<file path="config.mk">
export PLATFORM = sky130hd
export DESIGN_NAME = mqps_queue
export DESIGN_NICKNAME = d
export VERILOG_FILES = /design/src/hw/rtl/mqps_pkg.sv /design/src/hw/rtl/mqps_cell.sv /design/src/hw/rtl/mqps_queue.sv
export SDC_FILE = /design/constraint.sdc
export NUM_CORES = 2
export LEC_CHECK = 0
export BUFFER_PORTS_ARGS = -buffer_cell sky130_fd_sc_hd__buf_4
export CAP_MARGIN = 0
export CORE_MARGIN = 2
export CORE_UTILIZATION = 50
export CTS_CLUSTER_DIAMETER = 150
export DETAILED_ROUTE_END_ITERATION = 8
export GPL_ROUTABILITY_DRIVEN = 0
export PLACE_DENSITY = 0.64
export SETUP_SLACK_MARGIN = 0.3
export SLEW_MARGIN = 40
export SYNTH_ARGS = -nofsm -noshare
export SYNTH_HDL_FRONTEND = slang
export SYNTH_SLANG_ARGS = --single-unit
</file>
<file path="constraint.sdc">
create_clock -name clk -period 6.2 [get_ports clk]
set_input_delay 0.62 -clock clk [delete_from_list [all_inputs] [get_ports clk]]
set_output_delay 0.62 -clock clk [all_outputs]
set_load 0.01 [all_outputs]
</file>
<file path="src/hw/rtl/mqps_pkg.sv">
package mqps_pkg;

  localparam int NUM_QUEUES    = 3;
  localparam int QUEUE_DEPTH   = 64;
  localparam int PRIORITY_BITS = 4;
  localparam int TICKET_BITS   = 16;
  localparam int FILL_W        = $clog2(QUEUE_DEPTH + 1);
  localparam int QSEL_W        = 2;

  typedef enum logic [1:0] {
    CMD_INSERT = 2'd0,
    CMD_POP    = 2'd1,
    CMD_CLEAR  = 2'd2
  } cmd_t;

  typedef enum logic [2:0] {
    ST_INSERTED = 3'd0,
    ST_SERVED   = 3'd1,
    ST_EMPTY    = 3'd2,
    ST_FULL     = 3'd3,
    ST_BADQ     = 3'd4,
    ST_CLEARED  = 3'd5
  } status_t;

  typedef struct packed {
    logic [1:0]               cmd;
    logic [QSEL_W-1:0]        queue_sel;
    logic [PRIORITY_BITS-1:0] priority_req;
  } in_beat_t;

  typedef struct packed {
    logic [2:0]             status;
    logic [TICKET_BITS-1:0] ticket;
  } out_beat_t;

  typedef struct packed {
    logic [PRIORITY_BITS-1:0] prio;
    logic [TICKET_BITS-1:0]   tick;
  } entry_t;

  typedef struct packed {
    logic ins;
    logic pop;
    logic clr;
  } qctl_t;

  typedef struct packed {
    logic full;
    logic empty;
  } qstat_t;

endpackage

</file>
<file path="src/hw/rtl/mqps_cell.sv">
module mqps_cell (
  input  logic            clk,
  input  mqps_pkg::qctl_t ctl,
  input  logic            valid,
  input  mqps_pkg::entry_t new_e,
  input  mqps_pkg::entry_t prev_e,
  input  logic            prev_disp,
  input  mqps_pkg::entry_t next_e,
  output mqps_pkg::entry_t e,
  output logic            disp
);

  mqps_pkg::entry_t e_r;
  mqps_pkg::entry_t e_nxt;

  assign e    = e_r;
  assign disp = !valid || (new_e.prio > e_r.prio);

  always_comb begin
    e_nxt = e_r;
    if (ctl.ins && disp) begin
      e_nxt = prev_disp ? prev_e : new_e;
    end else if (ctl.pop) begin
      e_nxt = next_e;
    end
  end

  always_ff @(posedge clk) begin
    e_r <= e_nxt;
  end

endmodule

</file>
<file path="src/hw/rtl/mqps_queue.sv">
module mqps_queue (
  input  logic             clk,
  input  logic             rst_n,
  input  mqps_pkg::qctl_t  ctl,
  input  mqps_pkg::entry_t new_e,
  output mqps_pkg::entry_t head,
  output mqps_pkg::qstat_t stat
);

  localparam int D = mqps_pkg::QUEUE_DEPTH;
  localparam int W = mqps_pkg::FILL_W;

  logic [W-1:0]     fill_r;
  logic [W-1:0]     fill_nxt;
  mqps_pkg::entry_t ent [D];
  logic             disp [D];

  genvar i;
  generate
    for (i = 0; i < D; i++) begin : g_cell
      mqps_pkg::entry_t prev_e;
      mqps_pkg::entry_t next_e;
      logic             prev_disp;
      if (i == 0) begin : g_first
        assign prev_e    = ent[0];
        assign prev_disp = 1'b0;
      end else begin : g_mid
        assign prev_e    = ent[i-1];
        assign prev_disp = disp[i-1];
      end
      if (i == D - 1) begin : g_last
        assign next_e = ent[i];
      end else begin : g_next
        assign next_e = ent[i+1];
      end
      mqps_cell u_cell (
        .clk       (clk),
        .ctl       (ctl),
        .valid     (W'(i) < fill_r),
        .new_e     (new_e),
        .prev_e    (prev_e),
        .prev_disp (prev_disp),
        .next_e    (next_e),
        .e         (ent[i]),
        .disp      (disp[i])
      );
    end
  endgenerate

  assign head       = ent[0];
  assign stat.full  = (fill_r == W'(D));
  assign stat.empty = (fill_r == '0);

  always_comb begin
    fill_nxt = fill_r;
    if (ctl.clr) begin
      fill_nxt = '0;
    end else if (ctl.ins) begin
      fill_nxt = fill_r + W'(1);
    end else if (ctl.pop) begin
      fill_nxt = fill_r - W'(1);
    end
  end

  always_ff @(posedge clk) begin
    if (!rst_n) begin
      fill_r <= '0;
    end else begin
      fill_r <= fill_nxt;
    end
  end

endmodule

</file>
## Word level (Yosys, flattened, before mapping)

Cells that the tools add are included.

| word-level totals | value |
|---|---|
| register bits after elaboration | 1287 |
| input bits | 25 |
| output and inout bits | 22 |
| logic and storage cells | 710 |

| cells by class | value |
|---|---|
| add/subtract/negate cells | 2 |
| $lt $le $gt $ge | 128 |
| equality and inequality tests | 1 |
| muxes and demuxes | 191 |
| bitwise operators | 1 |
| reductions and logical operators | 258 |

Operators by type and width:

| operator | count |
|---|---|
| $mux 20 | 189 |
| $gt 4x4->1 | 64 |
| $lt 6x7->1 const A | 32 |
| $reduce_bool 2->1 | 64 |
| $lt 5x7->1 const A | 16 |
| $logic_and 1x1->1 | 64 |
| $logic_not 1->1 | 64 |
| $logic_or 1x1->1 | 64 |
| $lt 4x7->1 const A | 8 |
| $lt 3x7->1 const A | 4 |
| $lt 1x7->1 const A | 2 |
| $lt 2x7->1 const A | 2 |
| $mux 7 | 2 |
| $add 7x1->7 const B | 1 |
| $eq 7x7->1 const B | 1 |
| $logic_not 7->1 | 1 |
| $sub 7x1->7 const B | 1 |
| $reduce_or 2->1 | 1 |
| $not 1->1 | 1 |

## Logic depth before layout (Yosys ltp)

| logic depth | value |
|---|---|
| depth in word-level cells | 5 |
| gate-level depth with buffers | 12 |
| mapped depth without buffers | 8 |

## Modules after synthesis

From an unflattened synthesis, not the netlist that was laid out.

| second synthesis, totals | value |
|---|---|
| cells, all modules | 5535 |
| area, all modules | 84399.7 um^2 |

Modules (own cells, without submodules):

| module | instances | cells an instance | area each (um^2) | sequential area each (um^2) |
|---|---|---|---|---|
| mqps_cell | 64 | 84 | 1303.8 | 600.6 |
| mqps_queue | 1 | 159 | 959.7 | 140.1 |

## Worst setup path before layout

No wires, ideal clock.

| timing | value |
|---|---|
| kind | input port to flip-flop |
| from | in new_e[16] in the netlist's numbering |
| to | reg g_cell[63].u_cell.e_r, in the netlist g_cell[63].u_cell.e[0] (enable) |
| library setup time | 404 ps |
| data arrival time | 4453 ps |
| data required time | 5796 ps |
| setup slack | 1343 ps |
| stages | 6 |
| path through | clkbuf_1 > inv_1 > clkbuf_1 > ha_1 > a41o_1 > a21oi_1 |

| on the way | value |
|---|---|
| longest elaborated chain between the ends | 3 |

RTL lines:

| item | line | text |
|---|---|---|
| from (decl) | mqps_queue.sv:5 | `input mqps_pkg::entry_t new_e,` |
| $gt 4x4->1 | mqps_cell.sv:17 | `assign disp = !valid \|\| (new_e.prio > e_r.prio);` |
| $logic_or 1x1->1 | mqps_cell.sv:17 |  |
| $logic_and 1x1->1 | mqps_cell.sv:21 | `if (ctl.ins && disp) begin` |
| to (signal assigned) | mqps_cell.sv:29 | `e_r <= e_nxt;` |
| to (decl) | mqps_cell.sv:13 | `mqps_pkg::entry_t e_r;` |

Every way passes these cells.
A chain may end at the register's enable or synchronous reset.

## Worst setup path in the final report

| timing | value |
|---|---|
| from | reg fill_r[6] |
| to | reg g_cell[19].u_cell.e_r, in the netlist g_cell[19].u_cell.e[12] (enable) |

| on the way | value |
|---|---|
| longest elaborated chain between the ends | 5 |

RTL lines:

| item | line | text |
|---|---|---|
| from (decl) | mqps_queue.sv:13 | `logic [W-1:0] fill_r;` |
| from (signal assigned) | mqps_queue.sv:69 | `fill_r <= fill_nxt;` |
| $lt 5x7->1 | mqps_queue.sv:39 | `.valid (W'(i) < fill_r),` |
| $logic_not 1->1 | mqps_cell.sv:17 |  |
| $logic_or 1x1->1 | mqps_cell.sv:17 |  |
| $logic_and 1x1->1 | mqps_cell.sv:21 |  |
| $reduce_bool 2->1 (no source line) | -- |  |
| to (signal assigned) | mqps_cell.sv:29 |  |
| to (decl) | mqps_cell.sv:13 |  |

Every way passes these cells.

==> reports/results.ini <==
[synthesis]
ys_async_sr_fraction=0
yosys_register_bits=1287
syn_area_per_cell_sq_um=10.7
ys_warn_count=0
seq_area_frac_synth=0.529
synthXorXnorAreaFrac=0.000721
yosys.area_share.simple=0.0973
synth_edf_count=1280
synthesis.nets=7103
postSynthCellCount=6818
synthesis.area_sq_um=72900
synth_cell_types=59
synth_top_family_by_area=multiplexers
synth_fa_ha_area_frac=0.0447
synthMuxAreaShare=0.167
synth_compound_area_frac=0.115
synth_top_flop_cell=edfxtp_1

[finish]
area_growth_pct=8.82
nets=6878
num_antenna_cells=0
drive_gt1_frac=0.0877
finish.instance_area_sq_um=79300
utilization=0.546
finalNonFillerCells=8624

[routing]
wl_per_cell_um=22.9
drc=0
finalWirelength_mm=197
ant_nets=0
detailroute.via_count=51681
dr.pass1.iters=8
drt-vias-per-instance=5.99
drtIter0Drc=4594

[place]
dp_cells=8361
port_buffers=46
post-dp-hpwl_mm=131
dpl-instance-area_sq_um=74700

[sta]
slew_headroom=0.391
max_freq_ghz=0.265
period_share=0.608
rsz0062_at_grt=no
fin_setup_tns_ps=0
drv_slew=0
worst_pin_slew_ps=914
hold_viol_final=0
layout_min_cycle_time_ps=3770
skew_ps=30.3
setup_viol=0

[setup_path]
worstReg2RegEnd=g_cell[19].u_cell.e[12]$_DFFE_PP_
worstSetupStartpoint=fill_r[6]$_SDFFE_PP0P_
end_kind=register
cp.required_ps=6610
crit_type=reg2reg
r2r_slack_ps=2430
critPathLaunchType=register
rr_startpoint=fill_r[6]$_SDFFE_PP0P_
worstPathMaxFanout=41
endpoint=g_cell[19].u_cell.e[12]$_DFFE_PP_
reg2reg_depth=7
cp.arrival_ps=4180

[power_and_ir_drop]
total_power_uw=27400
power_density_nw_per_um2=345
power.leakage_uw=0.0296
ir_drop_uv=313

[floorplanning]
core_sq_um=145000
ios=47
dieArea_sq_um=149000
initial_utilization=0.502
chipHeight_um=386
die_x_um=386
num_rows=140

[global_route]
busiest_layer=met2
grt_use_met1=0.374
grt_start_max_net_pins=66
grt.met3_usage=0.0404
grt_pass1_wl_mm=302
gr-total-overflow=0
grt_pass1_vias=51009
grtUsageMet2=0.409
antenna_found_initial=0
grt_usage=0.261

[clock_tree]
cts_sinks=1287
ctsResizeCount=0
clkLatencyLatePin_ps=780
clock_path_buffers=3
htreeDepth=4
cts_made_buffers=147
clk_pin_slew_ps=60
postCtsSetupRepairBufs=0
clock-root-buffer=clkbuf_16
postCtsHoldBufs=0
cts_tree=yes

[job]
drv_cap=0

[outcome]
status=finished clean

[hold_path]
hp-class=in2reg

-- layout make-up --
class                      instances  area [sq um]
fill                           12699         65900
sequential                      1287         38600
multi-input combinational       4754         31400
clock buffer                     177          3810
tap                             1917          2400
timing repair buffer             196          1560
inverter                         207           781
clock inverter                    86           767
-- layout by cell type, fill, tap and decap left out, types with 32 or more instances in the layout --
master	n
nand2_1	744
inv_1	205
buf_4	178
or2_2	32
nor2_1	643
nor2_2	33
a21oi_1	685
clkinv_1	40
edfxtp_1	1280
o21ai_0	645
nor2b_1	55
o21ai_2	35
o21ai_1	55
nand2b_2	32
o211ai_1	34
clkbuf_16	148
ha_1	260
mux2i_1	1175
and4_1	32
-- per-stage QoR --
step                      setup WS, ps  hold slack [ps]
after global routing              2280              393
after global placement            2030              535
final                             2430              403
after CTS                         2330              338
after detailed placement          2120              542
after floorplan                   1340              514
-- worst min path at each step --
stage / start / depth (start not counted) / to / slack (ps)
6_report: rst_n / 3 / fill_r[6]$_SDFFE_PP0P_ / 400
5_1_grt: rst_n / 3 / fill_r[3]$_SDFFE_PP0P_ / 390
4_1_cts: rst_n / 3 / fill_r[6]$_SDFFE_PP0P_ / 340
3_5_place_dp: g_cell[18].u_cell.e[12]$_DFFE_PP_ / 2 / g_cell[17].u_cell.e[12]$_DFFE_PP_ / 540
3_3_place_gp: g_cell[62].u_cell.e[17]$_DFFE_PP_ / 2 / g_cell[61].u_cell.e[17]$_DFFE_PP_ / 540
2_1_floorplan: g_cell[62].u_cell.e[10]$_DFFE_PP_ / 2 / g_cell[61].u_cell.e[10]$_DFFE_PP_ / 510
-- metal layers --
layer	wire (um)	vias to the layer above
met4	5580	0
met3	13300	339
li1	-	24219
met1	88600	25392
met5	0	-
met2	89700	1731
-- power by group --
group          total [uW]  internal, uW  leakage [uW]  switching, uW
registers           13500         12000        0.0130           1490
clock network        8430          4740       0.00224           3690
logic                5440          2210        0.0143           3230
-- logic make-up after synthesis --
group,after synthesis
XOR/XNOR,6
flip-flops,1287
buffers and inverters,777
adder cells (fa/ha/maj),260
multiplexers,1211
AO/OA/AOI/OAI,1583
AND/OR/NAND/NOR,1694
-- cell usage after synthesis, types with 24 or more instances --
cell	count	area [sq um]
mux2i_1	1175	11800
o211ai_1	34	255
inv_1	206	773
nand3_1	24	120
buf_4	26	195
nor2b_1	55	344
ha_1	260	3250
edfxtp_1	1280	38400
clkbuf_1	309	1160
a21oi_1	695	3480
o21ai_0	674	3370
o21ai_1	60	300
and2_1	29	181
buf_2	212	1060
or2_2	31	194
a31oi_1	31	194
and4_1	32	280
nor2_1	682	2560
nand2b_1	51	319
nand2_1	744	2790
-- worst max-delay path, stage by stage (launching register included) --
cell and delay (ps):
dfxtp_1 440, buf_4 300, or2_2 540, a21oi_1 370, a31o_2 610, and2_1 220, buf_4 350, or2_2 520
-- sequential cells by signal, summed over array words and instances (netlist names) --
signal	cells
fill_r	7
g_cell.u_cell.e	1280
Power figures use the tool's default switching activity.
